### config.mk
export PLATFORM = sky130hd
export DESIGN_NAME = reflex_weight_update_single_axis_core_flat
export DESIGN_NICKNAME = d
export VERILOG_FILES = /design/src/rtl/core/rwu_pkg.sv /design/src/rtl/core/rwu_if.sv /design/src/rtl/core/reflex_weight_update_single_axis_core.sv /design/src/rtl/core/rwu_mul.sv /design/src/rtl/core/rwu_sat_add.sv /design/src/rtl/core/rwu_ctrl.sv /design/src/flat_wrapper.sv
export SDC_FILE = /design/constraint.sdc
export NUM_CORES = 2
export LEC_CHECK = 0
export BUFFER_PORTS_ARGS = -buffer_cell sky130_fd_sc_hd__buf_2
export CORE_ASPECT_RATIO = 0.8
export CORE_MARGIN = 2
export CORE_UTILIZATION = 60
export CTS_BUF_LIST = sky130_fd_sc_hd__clkbuf_8
export DETAILED_ROUTE_END_ITERATION = 10
export PLACE_DENSITY = 0.81
export SYNTH_ARGS = -nofsm -noshare
export SYNTH_HDL_FRONTEND = slang
export SYNTH_SLANG_ARGS = --single-unit
### constraint.sdc
create_clock -name i_clk -period 7.93 [get_ports i_clk]
set_input_delay 0.793 -clock i_clk [delete_from_list [all_inputs] [get_ports i_clk]]
set_output_delay 0.793 -clock i_clk [all_outputs]
set_load 0.05 [all_outputs]
### src/rtl/core/rwu_pkg.sv
package rwu_pkg;

    localparam int SAMPLE_W    = 16;
    localparam int WEIGHT_W    = 32;
    localparam int MODE_W      = 2;
    localparam int THRESH_W    = 15;
    localparam int RATE_W      = 16;
    localparam int CFG_IDX_W   = 2;
    localparam int CFG_DATA_W  = 16;
    localparam int MAG_W       = SAMPLE_W + 1;
    localparam int MUL_A_W     = 32;
    localparam int MUL_B_W     = MAG_W;
    localparam int MUL_P_W     = MUL_A_W + MUL_B_W;
    localparam int ROUND_SHIFT = 14;
    localparam int RND_W       = MUL_P_W - ROUND_SHIFT;
    localparam int DELTA_W     = RND_W + 1;
    localparam int SUM_W       = DELTA_W + 1;

    localparam logic [MUL_P_W-1:0] ROUND_BIAS = MUL_P_W'(1) << (ROUND_SHIFT - 1);

    localparam logic [MODE_W-1:0]   MODE_RST   = 2'd0;
    localparam logic [THRESH_W-1:0] THRESH_RST = 15'd1280;
    localparam logic [RATE_W-1:0]   RATE_RST   = 16'd655;

    localparam logic [MODE_W-1:0] MODE_ONE_SIDED = 2'd0;
    localparam logic [MODE_W-1:0] MODE_SYMMETRIC = 2'd1;
    localparam logic [MODE_W-1:0] MODE_OPPOSED   = 2'd2;

    localparam logic [CFG_IDX_W-1:0] CFG_IDX_MODE   = 2'd0;
    localparam logic [CFG_IDX_W-1:0] CFG_IDX_THRESH = 2'd1;
    localparam logic [CFG_IDX_W-1:0] CFG_IDX_RATE   = 2'd2;

    typedef enum logic [1:0] {
        OP_NONE,
        OP_ADD,
        OP_SUB
    } t_op;

    typedef enum logic [2:0] {
        S_IDLE,
        S_MUL1,
        S_MUL2,
        S_RND,
        S_ADD1,
        S_ADD2,
        S_WB
    } t_state;

    typedef struct packed {
        logic               en;
        logic [MUL_A_W-1:0] a;
        logic [MUL_B_W-1:0] b;
    } t_mul_req;

    typedef struct packed {
        logic [MODE_W-1:0]   mode;
        logic [THRESH_W-1:0] threshold;
        logic [RATE_W-1:0]   rate;
    } t_cfg;

endpackage

### src/rtl/core/rwu_if.sv
interface rwu_in_if;
    logic                                 valid;
    logic                                 ready;
    logic signed [rwu_pkg::SAMPLE_W-1:0]  sample;

    modport source (output valid, output sample, input ready);
    modport sink   (input valid, input sample, output ready);
endinterface

interface rwu_out_if;
    logic                                 valid;
    logic                                 ready;
    logic signed [rwu_pkg::WEIGHT_W-1:0]  weight_pos;
    logic signed [rwu_pkg::WEIGHT_W-1:0]  weight_neg;
    logic signed [rwu_pkg::SAMPLE_W-1:0]  reflex_value;
    logic                                 reflex_active;

    modport source (output valid, output weight_pos, output weight_neg,
                    output reflex_value, output reflex_active, input ready);
    modport sink   (input valid, input weight_pos, input weight_neg,
                    input reflex_value, input reflex_active, output ready);
endinterface

interface rwu_cfg_if;
    logic                                 valid;
    logic                                 ready;
    logic [rwu_pkg::CFG_IDX_W-1:0]        index;
    logic [rwu_pkg::CFG_DATA_W-1:0]       data;

    modport source (output valid, output index, output data, input ready);
    modport sink   (input valid, input index, input data, output ready);
endinterface

### src/rtl/core/reflex_weight_update_single_axis_core.sv
// Channel   Modport  Payload                                           Role
// i_in      sink     sample                                            one tilt sample
// o_out     source   weight_pos, weight_neg, reflex_value, reflex_active  updated state
// i_cfg     sink     index, data                                       register writes
//
// Each transaction on i_in makes two passes through the shared multiplier,
// one rounding step and two passes through the shared saturating adder.
// The input is ready again once the result is in the output register.
// A stalled output holds the sequencer in its last step until the result is taken.
// Reset is synchronous and restores the weights, the reflex and the registers.
module reflex_weight_update_single_axis_core (
    input  logic       i_clk,
    input  logic       i_rst_n,
    rwu_in_if.sink     i_in,
    rwu_out_if.source  o_out,
    rwu_cfg_if.sink    i_cfg
);

    rwu_pkg::t_cfg r_cfg;

    always_ff @(posedge i_clk) begin
        if (!i_rst_n) begin
            r_cfg.mode      <= rwu_pkg::MODE_RST;
            r_cfg.threshold <= rwu_pkg::THRESH_RST;
            r_cfg.rate      <= rwu_pkg::RATE_RST;
        end else if (i_cfg.valid) begin
            case (i_cfg.index)
                rwu_pkg::CFG_IDX_MODE:   r_cfg.mode      <= i_cfg.data[rwu_pkg::MODE_W-1:0];
                rwu_pkg::CFG_IDX_THRESH: r_cfg.threshold <= i_cfg.data[rwu_pkg::THRESH_W-1:0];
                rwu_pkg::CFG_IDX_RATE:   r_cfg.rate      <= i_cfg.data[rwu_pkg::RATE_W-1:0];
                default: ;
            endcase
        end
    end

    assign i_cfg.ready = 1'b1;

    rwu_ctrl u_ctrl (
        .i_clk   (i_clk),
        .i_rst_n (i_rst_n),
        .i_cfg   (r_cfg),
        .i_in    (i_in),
        .o_out   (o_out)
    );

endmodule

### src/rtl/core/rwu_mul.sv
module rwu_mul (
    input  logic                           i_clk,
    input  rwu_pkg::t_mul_req              i_req,
    output logic [rwu_pkg::MUL_P_W-1:0]    o_prod
);

    logic [rwu_pkg::MUL_P_W-1:0] r_prod;

    always_ff @(posedge i_clk) begin
        if (i_req.en) begin
            r_prod <= rwu_pkg::MUL_P_W'(i_req.a) * rwu_pkg::MUL_P_W'(i_req.b);
        end
    end

    assign o_prod = r_prod;

endmodule

### src/rtl/core/rwu_sat_add.sv
module rwu_sat_add (
    input  logic signed [rwu_pkg::WEIGHT_W-1:0] i_weight,
    input  logic signed [rwu_pkg::DELTA_W-1:0]  i_delta,
    input  rwu_pkg::t_op                        i_op,
    output logic signed [rwu_pkg::WEIGHT_W-1:0] o_sum
);

    localparam int SW = rwu_pkg::SUM_W;
    localparam int WW = rwu_pkg::WEIGHT_W;

    logic signed [SW-1:0] w_ext;
    logic signed [SW-1:0] d_ext;
    logic signed [SW-1:0] sum;

    always_comb begin
        w_ext = SW'(i_weight);
        d_ext = SW'(i_delta);
        case (i_op)
            rwu_pkg::OP_ADD: sum = w_ext + d_ext;
            rwu_pkg::OP_SUB: sum = w_ext - d_ext;
            default:         sum = w_ext;
        endcase
        if (sum[SW-1] && !(&sum[SW-2:WW-1])) begin
            o_sum = {1'b1, {(WW-1){1'b0}}};
        end else if (!sum[SW-1] && (|sum[SW-2:WW-1])) begin
            o_sum = {1'b0, {(WW-1){1'b1}}};
        end else begin
            o_sum = sum[WW-1:0];
        end
    end

endmodule

### src/rtl/core/rwu_ctrl.sv
module rwu_ctrl (
    input  logic              i_clk,
    input  logic              i_rst_n,
    input  rwu_pkg::t_cfg     i_cfg,
    rwu_in_if.sink            i_in,
    rwu_out_if.source         o_out
);

    localparam int SW = rwu_pkg::SAMPLE_W;
    localparam int MW = rwu_pkg::MAG_W;
    localparam int WW = rwu_pkg::WEIGHT_W;
    localparam int DW = rwu_pkg::DELTA_W;

    rwu_pkg::t_state r_state;
    rwu_pkg::t_state n_state;

    logic signed [SW-1:0]  r_sample;
    logic signed [SW-1:0]  r_last;
    logic [MW-1:0]         r_mag_s;
    logic [MW-1:0]         r_mag_d;
    logic                  r_neg;
    logic                  r_active;
    rwu_pkg::t_op          r_op_first;
    rwu_pkg::t_op          r_op_second;
    logic signed [DW-1:0]  r_delta;
    logic signed [WW-1:0]  r_w_first;
    logic signed [WW-1:0]  r_w_second;

    logic                  r_out_valid;
    logic signed [WW-1:0]  r_out_wpos;
    logic signed [WW-1:0]  r_out_wneg;
    logic signed [SW-1:0]  r_out_reflex;
    logic                  r_out_active;

    logic signed [MW-1:0]  s_ext;
    logic signed [MW-1:0]  th_ext;
    logic signed [MW-1:0]  diff;
    logic [MW-1:0]         mag_s;
    logic [MW-1:0]         mag_d;
    logic                  gt;
    logic                  lt;
    logic                  ge_mag;
    logic                  act;
    rwu_pkg::t_op          op_first;
    rwu_pkg::t_op          op_second;

    rwu_pkg::t_mul_req             mul_req;
    logic [rwu_pkg::MUL_P_W-1:0]   mul_prod;
    logic [rwu_pkg::MUL_P_W-1:0]   rnd_sum;
    logic [rwu_pkg::RND_W-1:0]     rnd_mag;

    logic signed [WW-1:0]  add_w;
    rwu_pkg::t_op          add_op;
    logic signed [WW-1:0]  add_sum;

    logic                  in_ready;
    logic                  out_load;

    rwu_mul u_mul (
        .i_clk  (i_clk),
        .i_req  (mul_req),
        .o_prod (mul_prod)
    );

    rwu_sat_add u_sat_add (
        .i_weight (add_w),
        .i_delta  (r_delta),
        .i_op     (add_op),
        .o_sum    (add_sum)
    );

    // Threshold decision and difference are formed from the incoming sample.
    always_comb begin
        s_ext  = MW'(i_in.sample);
        th_ext = MW'(i_cfg.threshold);
        diff   = s_ext - MW'(r_last);
        mag_s  = s_ext[MW-1] ? MW'(-s_ext) : MW'(s_ext);
        mag_d  = diff[MW-1] ? MW'(-diff) : MW'(diff);
        gt     = s_ext > th_ext;
        lt     = s_ext < -th_ext;
        ge_mag = mag_s >= MW'(i_cfg.threshold);
        op_first  = rwu_pkg::OP_NONE;
        op_second = rwu_pkg::OP_NONE;
        act       = 1'b0;
        case (i_cfg.mode)
            rwu_pkg::MODE_SYMMETRIC: begin
                act = ge_mag;
                if (ge_mag) begin
                    op_first  = rwu_pkg::OP_ADD;
                    op_second = rwu_pkg::OP_SUB;
                end
            end
            rwu_pkg::MODE_OPPOSED: begin
                act = gt || lt;
                if (gt) begin
                    op_first  = rwu_pkg::OP_ADD;
                    op_second = rwu_pkg::OP_SUB;
                end else if (lt) begin
                    op_first  = rwu_pkg::OP_SUB;
                    op_second = rwu_pkg::OP_ADD;
                end
            end
            default: begin
                act = gt || lt;
                if (gt) begin
                    op_first = rwu_pkg::OP_ADD;
                end else if (lt) begin
                    op_second = rwu_pkg::OP_ADD;
                end
            end
        endcase
    end

    always_comb begin
        rnd_sum = mul_prod + rwu_pkg::ROUND_BIAS;
        rnd_mag = rnd_sum[rwu_pkg::MUL_P_W-1:rwu_pkg::ROUND_SHIFT];
    end

    always_comb begin
        case (r_state)
            rwu_pkg::S_IDLE: n_state = i_in.valid ? rwu_pkg::S_MUL1 : rwu_pkg::S_IDLE;
            rwu_pkg::S_MUL1: n_state = rwu_pkg::S_MUL2;
            rwu_pkg::S_MUL2: n_state = rwu_pkg::S_RND;
            rwu_pkg::S_RND:  n_state = rwu_pkg::S_ADD1;
            rwu_pkg::S_ADD1: n_state = rwu_pkg::S_ADD2;
            rwu_pkg::S_ADD2: n_state = rwu_pkg::S_WB;
            rwu_pkg::S_WB: begin
                n_state = (!r_out_valid || o_out.ready) ? rwu_pkg::S_IDLE : rwu_pkg::S_WB;
            end
            default:         n_state = rwu_pkg::S_IDLE;
        endcase
    end

    always_comb begin
        in_ready    = 1'b0;
        out_load    = 1'b0;
        mul_req.en  = 1'b0;
        mul_req.a   = rwu_pkg::MUL_A_W'(r_mag_s);
        mul_req.b   = r_mag_d;
        add_w       = r_w_first;
        add_op      = r_op_first;
        case (r_state)
            rwu_pkg::S_IDLE: in_ready = 1'b1;
            rwu_pkg::S_MUL1: mul_req.en = 1'b1;
            rwu_pkg::S_MUL2: begin
                mul_req.en = 1'b1;
                mul_req.a  = mul_prod[rwu_pkg::MUL_A_W-1:0];
                mul_req.b  = rwu_pkg::MUL_B_W'(i_cfg.rate);
            end
            rwu_pkg::S_ADD2: begin
                add_w  = r_w_second;
                add_op = r_op_second;
            end
            rwu_pkg::S_WB:   out_load = !r_out_valid || o_out.ready;
            default: ;
        endcase
    end

    always_ff @(posedge i_clk) begin
        if (!i_rst_n) begin
            r_state     <= rwu_pkg::S_IDLE;
            r_out_valid <= 1'b0;
            r_last      <= '0;
            r_w_first   <= '0;
            r_w_second  <= '0;
        end else begin
            r_state <= n_state;
            if (out_load) begin
                r_out_valid <= 1'b1;
            end else if (o_out.ready) begin
                r_out_valid <= 1'b0;
            end
            if (r_state == rwu_pkg::S_ADD1) begin
                r_w_first <= add_sum;
            end
            if (r_state == rwu_pkg::S_ADD2) begin
                r_w_second <= add_sum;
            end
            if (out_load) begin
                r_last <= r_active ? r_sample : '0;
            end
        end
    end

    always_ff @(posedge i_clk) begin
        if (in_ready && i_in.valid) begin
            r_sample    <= i_in.sample;
            r_mag_s     <= mag_s;
            r_mag_d     <= mag_d;
            r_neg       <= s_ext[MW-1] ^ diff[MW-1];
            r_active    <= act;
            r_op_first  <= op_first;
            r_op_second <= op_second;
        end
        if (r_state == rwu_pkg::S_RND) begin
            r_delta <= r_neg ? -DW'(rnd_mag) : DW'(rnd_mag);
        end
        if (out_load) begin
            r_out_wpos   <= r_w_first;
            r_out_wneg   <= r_w_second;
            r_out_reflex <= r_active ? r_sample : '0;
            r_out_active <= r_active;
        end
    end

    assign i_in.ready          = in_ready;
    assign o_out.valid         = r_out_valid;
    assign o_out.weight_pos    = r_out_wpos;
    assign o_out.weight_neg    = r_out_wneg;
    assign o_out.reflex_value  = r_out_reflex;
    assign o_out.reflex_active = r_out_active;

endmodule

### src/flat_wrapper.sv
// flat-port wrapper written by rule: the top's interface ports become plain ports
module reflex_weight_update_single_axis_core_flat 
  (i_clk, i_rst_n, i_in_valid, i_in_sample, i_in_ready, o_out_valid, o_out_weight_pos, o_out_weight_neg, o_out_reflex_value, o_out_reflex_active, o_out_ready, i_cfg_valid, i_cfg_index, i_cfg_data, i_cfg_ready);
  rwu_in_if i_in_i ();
  rwu_out_if o_out_i ();
  rwu_cfg_if i_cfg_i ();
  input  logic i_clk;
  input  logic i_rst_n;
  input wire logic [$bits(i_in_i.valid)-1:0] i_in_valid;
  input wire logic [$bits(i_in_i.sample)-1:0] i_in_sample;
  output wire logic [$bits(i_in_i.ready)-1:0] i_in_ready;
  output wire logic [$bits(o_out_i.valid)-1:0] o_out_valid;
  output wire logic [$bits(o_out_i.weight_pos)-1:0] o_out_weight_pos;
  output wire logic [$bits(o_out_i.weight_neg)-1:0] o_out_weight_neg;
  output wire logic [$bits(o_out_i.reflex_value)-1:0] o_out_reflex_value;
  output wire logic [$bits(o_out_i.reflex_active)-1:0] o_out_reflex_active;
  input wire logic [$bits(o_out_i.ready)-1:0] o_out_ready;
  input wire logic [$bits(i_cfg_i.valid)-1:0] i_cfg_valid;
  input wire logic [$bits(i_cfg_i.index)-1:0] i_cfg_index;
  input wire logic [$bits(i_cfg_i.data)-1:0] i_cfg_data;
  output wire logic [$bits(i_cfg_i.ready)-1:0] i_cfg_ready;
  assign i_in_i.valid = i_in_valid;
  assign i_in_i.sample = i_in_sample;
  assign i_in_ready = i_in_i.ready;
  assign o_out_valid = o_out_i.valid;
  assign o_out_weight_pos = o_out_i.weight_pos;
  assign o_out_weight_neg = o_out_i.weight_neg;
  assign o_out_reflex_value = o_out_i.reflex_value;
  assign o_out_reflex_active = o_out_i.reflex_active;
  assign o_out_i.ready = o_out_ready;
  assign i_cfg_i.valid = i_cfg_valid;
  assign i_cfg_i.index = i_cfg_index;
  assign i_cfg_i.data = i_cfg_data;
  assign i_cfg_ready = i_cfg_i.ready;
  reflex_weight_update_single_axis_core u_core (.i_clk(i_clk), .i_rst_n(i_rst_n), .i_in(i_in_i), .o_out(o_out_i), .i_cfg(i_cfg_i));
endmodule
# == After elaboration in Yosys (flattened, before gate mapping) ==
# Index checks and enable logic that the tools add are counted.
# word_totals
latchBits,0
n_memories,0
in_bits,39
romBits,0
reg_bits,339
ram_bits,0
wordCells,94
# classes
reduce_logical,17
n_eq_ne,12
shift,0
bitwise,1
n_lt_le_gt_ge,3
n_addsub,8
n_mul,1
div,0
n_mux,29
# ops
operator,count
$mux 32,3
$pmux 37 s2,1
$add 49x14->49 const B,1
$mul 32x17->49,1
$mux 49,1
$add 32x36->37,1
$sub 32x36->37,1
$neg 35->36,1
$mux 35,1
$mux 16,2
$pmux 3 s7,1
$ge 17x15->1,1
$lt 16x17->1,1
$mux 17,1
$neg 15->17,1
$neg 16->17,1
$neg 17->17,1
$sub 16x16->17,1
$gt 16x16->1,1
$mux 2,6
$mux 1,10
$eq 3x3->1 const B,3
$pmux 2 s2,2
$eq 2x1->1 const B,3
other kinds (15),25

# == Logic depth before layout (Yosys ltp) ==
# depth
word_depth,8
ltp_mapped,33
ltp_nobuf,30

# == Hierarchy ==
# From an unflattened synthesis, not the netlist that was laid out.
# unflattened
cells_unflattened,4153
hier_area_um2,37622.3
# by_module_without_submodules
module,area_per_inst_um2,n_inst,cells_per_inst
rwu_mul,18764.2,1,2071
rwu_ctrl,13907.1,1,1412
rwu_sat_add,3588.4,1,530
reflex_weight_update_single_axis_core,1362.6,1,140

# == Worst setup path before layout ==
# No wires, ideal clock.
# synth_timing
path_type,register to register
from,register u_core.u_ctrl.r_state[0]
to,"register u_core.u_ctrl.u_mul.r_prod (netlist bit u_core.u_ctrl.u_mul.o_prod[45]), data pin"
arrival_time_ps,7810
path_stages_with_launch,31
setup_slack_ps,-143
cell_sequence,dfxtp_1 -> clkbuf_1 -> nor2b_1 -> nand2b_1 -> clkbuf_1 -> clkbuf_1 -> buf_1 -> clkbuf_1 -> nand2_1 -> nand2_1 -> nand2_1 -> fa_1 -> inv_1 -> fa_1 -> fa_1 -> fa_1 -> fa_1 -> inv_1 -> fa_1 -> inv_1 -> ha_1 -> a21oi_1 -> o22ai_1 -> a221o_1 -> o31ai_1 -> o21ba_2 -> o21ai_0 -> a21o_1 -> a21oi_1 -> o21bai_1 -> xor2_1
# synth_between
elab_chain_cells,3
# synth_lines
element,line,text
from (decl),rwu_ctrl.sv:14,rwu_pkg::t_state r_state;
from (signal assigned),rwu_ctrl.sv:161,r_state <= rwu_pkg::S_IDLE;
from (signal assigned),rwu_ctrl.sv:167,r_state <= n_state;
$eq 3x2->1,rwu_ctrl.sv:142,case (r_state)
$mux 49,rwu_ctrl.sv:142,
$mul 32x17->49,rwu_mul.sv:11,r_prod <= rwu_pkg::MUL_P_W'(i_req.a) * rwu_pkg::MUL_P_W'(i_req.b);
to (signal assigned),rwu_mul.sv:11,
to (decl),rwu_mul.sv:7,logic [rwu_pkg::MUL_P_W-1:0] r_prod;
# Every way passes these cells.
# A chain may end at the register's enable or synchronous reset.

# == Worst setup path after layout ==
# layout_timing
from,register u_core.u_ctrl.r_state[0]
to,"register u_core.u_ctrl.u_mul.r_prod (netlist bit u_core.u_ctrl.u_mul.o_prod[48]), data pin"
# The elaborated chain is that of the path after synthesis.

==> summary.log <==
qor: worst_setup_path.timing.critical_path.mode_cell sky130_fd_sc_hd__fa_1
qor: synthesis.post_synth_fa_ha_maj_area_fraction 0.3249
qor: detailed_routing.antenna_violating_nets_post_route 0
qor: finish.fillers 4698
qor: detailed_routing.first_pass_iters 6
qor: worst_setup_path.worstSetupPathType flip-flop to flip-flop
qor: synthesis.synth.top_cell.area_share 0.2467
qor: worst_setup_path.crit_arrival 8.05 ns
qor: cts.clk_latency 0.67 ns
qor: synthesis.synthesis.instances 4069
qor: detailed_routing.first_iter_violations 3259
qor: worst_setup_path.reg2regPathDepth 30
qor: finish.layout_common_cells sky130_fd_sc_hd__nand2_1 (697), sky130_fd_sc_hd__inv_1 (619), sky130_fd_sc_hd__fa_1 (451)
qor: grt.grt_pass1_wl 159000 microns
qor: grt.first_global_vias 29410
qor: die.die_height 224.9 microns
qor: synthesis.mux_share_of_post_synthesis_cell_area 0.01196
qor: synthesis.synth-seq-cells 338
qor: cts.ctsLongestPathBuffers 3
qor: run_status.status complete, no violations
qor: cts.numClockSinks 338
qor: job.max_cap_viol_count 0
qor: synthesis.syn_area_per_cell 8.996 sq um
qor: worst_setup_path.crit_slowest_cell sky130_fd_sc_hd__fa_1
qor: synthesis.synth-async-reset-ratio 0
qor: synthesis.yosysWarningCount 0
qor: min_path.holdPathStages 1
qor: finish.instances_no_fill 5027
qor: synthesis.synth_enable_flop_cells 221
qor: placement.numPortBuffers 121
qor: finish.layout-area-overhead-vs-synth 8.590%
qor: finish.post_route_cells_drive_above_1_share 0.09633
qor: detailed_routing.detail_route.drc_violations 0
qor: cts.worst_setup_hold_path_clk_slew 0.07 ns
qor: placement.placed_cells 4921
qor: worst_setup_path.critPathRequiredTime 8.33 ns
qor: synthesis.yosysSeqAreaShare 0.2453
qor: timing.report.final.setup_viol 0
qor: die.dieWidth 280.2 microns
qor: detailed_routing.vias 29710
qor: placement.placed_area 38490 sq um
qor: placement.gp_congestion 0.9794
qor: synthesis.synth-simple-area-share 0.1730
qor: synthesis.compound_gate_fraction_of_synth_area 0.1063
qor: timing.slew_headroom 0.2061
qor: finish.final_net_count 4920
qor: grt.grt_antenna_before_repair 1
qor: synthesis.parity_gate_share_of_the_synthesized_area_counting_xor_and_xnor_cells 0.05599
qor: worst_setup_path.timing.critical_path.from_type flip-flop
qor: timing.timing.clock.skew 0.03886 ns
qor: synthesis.synth_top_flop_cell sky130_fd_sc_hd__edfxtp_1
qor: timing.clock.fmax 130.7 MHz
qor: detailed_routing.wirelength 98870 microns
qor: timing.rsz0062_at_grt no
qor: cts.clk_root_buffer_cell sky130_fd_sc_hd__clkbuf_8
qor: worst_setup_path.crit_path_end_kind flip-flop
qor: worst_setup_path.critPathMaxFanout 12
qor: detailed_routing.dr_vias_cell 5.910
qor: placement.hpwl 77810 microns
qor: cts.clock_tree_from_tritoncts yes
qor: timing.worst_slew_pin_slew 1.191 ns
qor: timing.post-route-period-util 0.9646
qor: grt.pin_count_of_the_biggest_net_entering_global_routing 76
qor: die.rows 80
qor: timing.min_period 7.649 ns
qor: min_path.timing.hold.worst.class input pin to flip-flop
qor: timing.final-hold-violation-count 0
qor: cts.number_of_clock_buffers_inserted_by_tritoncts 54
qor: die.floorplan.die_area 63010 sq um
qor: worst_setup_path.slowest_delay 0.53 ns
qor: timing.report.final.slew_viol_count 0
qor: finish.finalInstanceArea 39750 sq um
qor: synthesis.synth_area_leaders sky130_fd_sc_hd__fa_1 (25%), sky130_fd_sc_hd__edfxtp_1 (18%), sky130_fd_sc_hd__ha_1 (7.8%)
qor: synthesis.synth.lib_cells_used.distinct 88
qor: synthesis.syn_area 36600 sq um
qor: die.num_io_pins 123
qor: cts.htree_num_levels 2
qor: die.placeableCoreArea 59960 sq um
qor: timing.timing.setup.tns 0 ns
qor: synthesis.largest_family_of_logic_cells_by_synthesized_area adder cells
qor: synthesis.synth_area_leader_cell sky130_fd_sc_hd__fa_1
qor: grt.gr-total-overflow 0
qor: finish.layout_commonest_cell sky130_fd_sc_hd__nand2_1
qor: die.initial_utilization 0.6105
qor: grt.grt_use_total 0.3223
qor: detailed_routing.dr_wl_cell 19.67 microns
qor: timing.hold-worst-slack 0.3681 ns
path summary, 6_finish.rpt:
path,endpoint,slack (ns),start
max,u_core.u_ctrl.u_mul.o_prod[48]$_DFFE_PP_,0.28,u_core.u_ctrl.r_state[0]$_SDFF_PN0_
max reg2reg,u_core.u_ctrl.u_mul.o_prod[48]$_DFFE_PP_,0.28,u_core.u_ctrl.r_state[0]$_SDFF_PN0_
min reg2reg,u_core.u_ctrl.o_out.weight_neg[7]$_DFFE_PP_,0.46,u_core.u_ctrl.r_w_second[7]$_SDFFE_PN0P_
min,u_core.u_ctrl.r_sample[0]$_DFFE_PP_,0.37,i_in_sample[0]
synthesized netlist by cell type, types with 6 or more instances:
cell	number
sky130_fd_sc_hd__a211oi_1	24
sky130_fd_sc_hd__a211oi_2	19
sky130_fd_sc_hd__a21o_1	49
sky130_fd_sc_hd__a21oi_1	172
sky130_fd_sc_hd__a22o_1	20
sky130_fd_sc_hd__a311oi_1	9
sky130_fd_sc_hd__a31o_2	6
sky130_fd_sc_hd__a31oi_1	36
sky130_fd_sc_hd__a41o_1	6
sky130_fd_sc_hd__and2_1	54
sky130_fd_sc_hd__and3_1	108
sky130_fd_sc_hd__and4_1	7
sky130_fd_sc_hd__buf_1	10
sky130_fd_sc_hd__buf_2	8
sky130_fd_sc_hd__clkbuf_1	160
sky130_fd_sc_hd__dfxtp_1	117
sky130_fd_sc_hd__edfxtp_1	221
sky130_fd_sc_hd__fa_1	451
sky130_fd_sc_hd__ha_1	229
sky130_fd_sc_hd__inv_1	603
sky130_fd_sc_hd__mux2i_1	40
sky130_fd_sc_hd__nand2_1	710
sky130_fd_sc_hd__nand2b_1	33
sky130_fd_sc_hd__nand3_1	55
sky130_fd_sc_hd__nand4_1	21
sky130_fd_sc_hd__nor2_1	286
sky130_fd_sc_hd__nor2b_1	21
sky130_fd_sc_hd__nor3_1	53
sky130_fd_sc_hd__nor4_1	14
sky130_fd_sc_hd__o211a_1	8
sky130_fd_sc_hd__o211ai_1	18
sky130_fd_sc_hd__o21a_1	19
sky130_fd_sc_hd__o21ai_0	82
sky130_fd_sc_hd__o21bai_1	19
sky130_fd_sc_hd__o31ai_1	15
sky130_fd_sc_hd__or2_2	10
sky130_fd_sc_hd__or3_1	11
sky130_fd_sc_hd__xnor2_1	177
sky130_fd_sc_hd__xor2_1	57
worst max-delay path, delay by kind of cell (launching register included):
family / cells / cell delay (ns)
flops: 1 / 0.36
simple gates: 7 / 1.38
buf+inv: 7 / 0.85
xor+xnor: 1 / 0.09
fa+ha+maj: 7 / 3.30
compound gates: 8 / 1.40
timing repair:
action                                  in CTS  in global routing
setup buffers                                0                  2
endpoints found under the setup margin       0                 16
gates resized for setup                      0                 24
endpoints found under the hold margin        0                  0
hold buffers                                 0                  0
through the flow:
stage / setup WS [ns] / util
2_1_floorplan: 0.09367 / -
3_3_place_gp: 0.2727 / 0.6419
3_5_place_dp: 0.1049 / 0.6419
4_1_cts: 0.05306 / 0.6610
5_1_grt: 0.001958 / 0.6629
6_report: 0.2806 / 0.6629
kinds of logic after synthesis:
kind of cell | after synthesis
fa+ha+maj | 680
buf+inv | 789
compound gates | 566
mux | 43
simple gates | 1417
flops | 338
xor+xnor | 234
other cells | 2
per-layer routing:
| metal | track usage | wire length (microns) | up-vias |
|---|---|---|---|
| met4 | 0.07262 | 2300 | 0 |
| met3 | 0.1197 | 14760 | 191 |
| met5 | 0 | 0 | - |
| li1 | - | - | 13500 |
| met1 | 0.4718 | 41830 | 14230 |
| met2 | 0.4546 | 39980 | 1789 |
sequential cells by signal, indices dropped and copies added, names as in the netlist, 2 cells and up:
| register | cells |
|---|---|
| u_core.u_ctrl.r_mag_s | 16 |
| u_core.u_ctrl.r_state | 3 |
| u_core.u_ctrl.o_out.weight_pos | 32 |
| u_core.u_ctrl.r_w_second | 32 |
| u_core.r_cfg | 33 |
| u_core.u_ctrl.r_w_first | 32 |
| u_core.u_ctrl.r_op_second | 2 |
| u_core.u_ctrl.r_mag_d | 17 |
| u_core.u_ctrl.r_last | 16 |
| u_core.u_ctrl.r_op_first | 2 |
| u_core.u_ctrl.u_mul.o_prod | 49 |
| u_core.u_ctrl.r_delta | 36 |
| u_core.u_ctrl.o_out.reflex_value | 16 |
| u_core.u_ctrl.r_sample | 16 |
| u_core.u_ctrl.o_out.weight_neg | 32 |
area by class of cell:
type | instances | area (sq um) | area share
multi-input combinational | 2958 | 24800 | 0.6239
clock inverter | 42 | 336.6 | 0.008468
inverter | 605 | 2272 | 0.05716
timing repair buffer | 244 | 1570 | 0.03951
sequential | 338 | 8980 | 0.2259
antenna | 2 | 5.005 | 0.0001259
tap | 779 | 974.7 | 0.02452
clock buffer | 59 | 812.0 | 0.02043
Power is left out: the tool's default activity adds up to more than one toggle a clock period on the data nets, which glitch-free logic cannot reach.
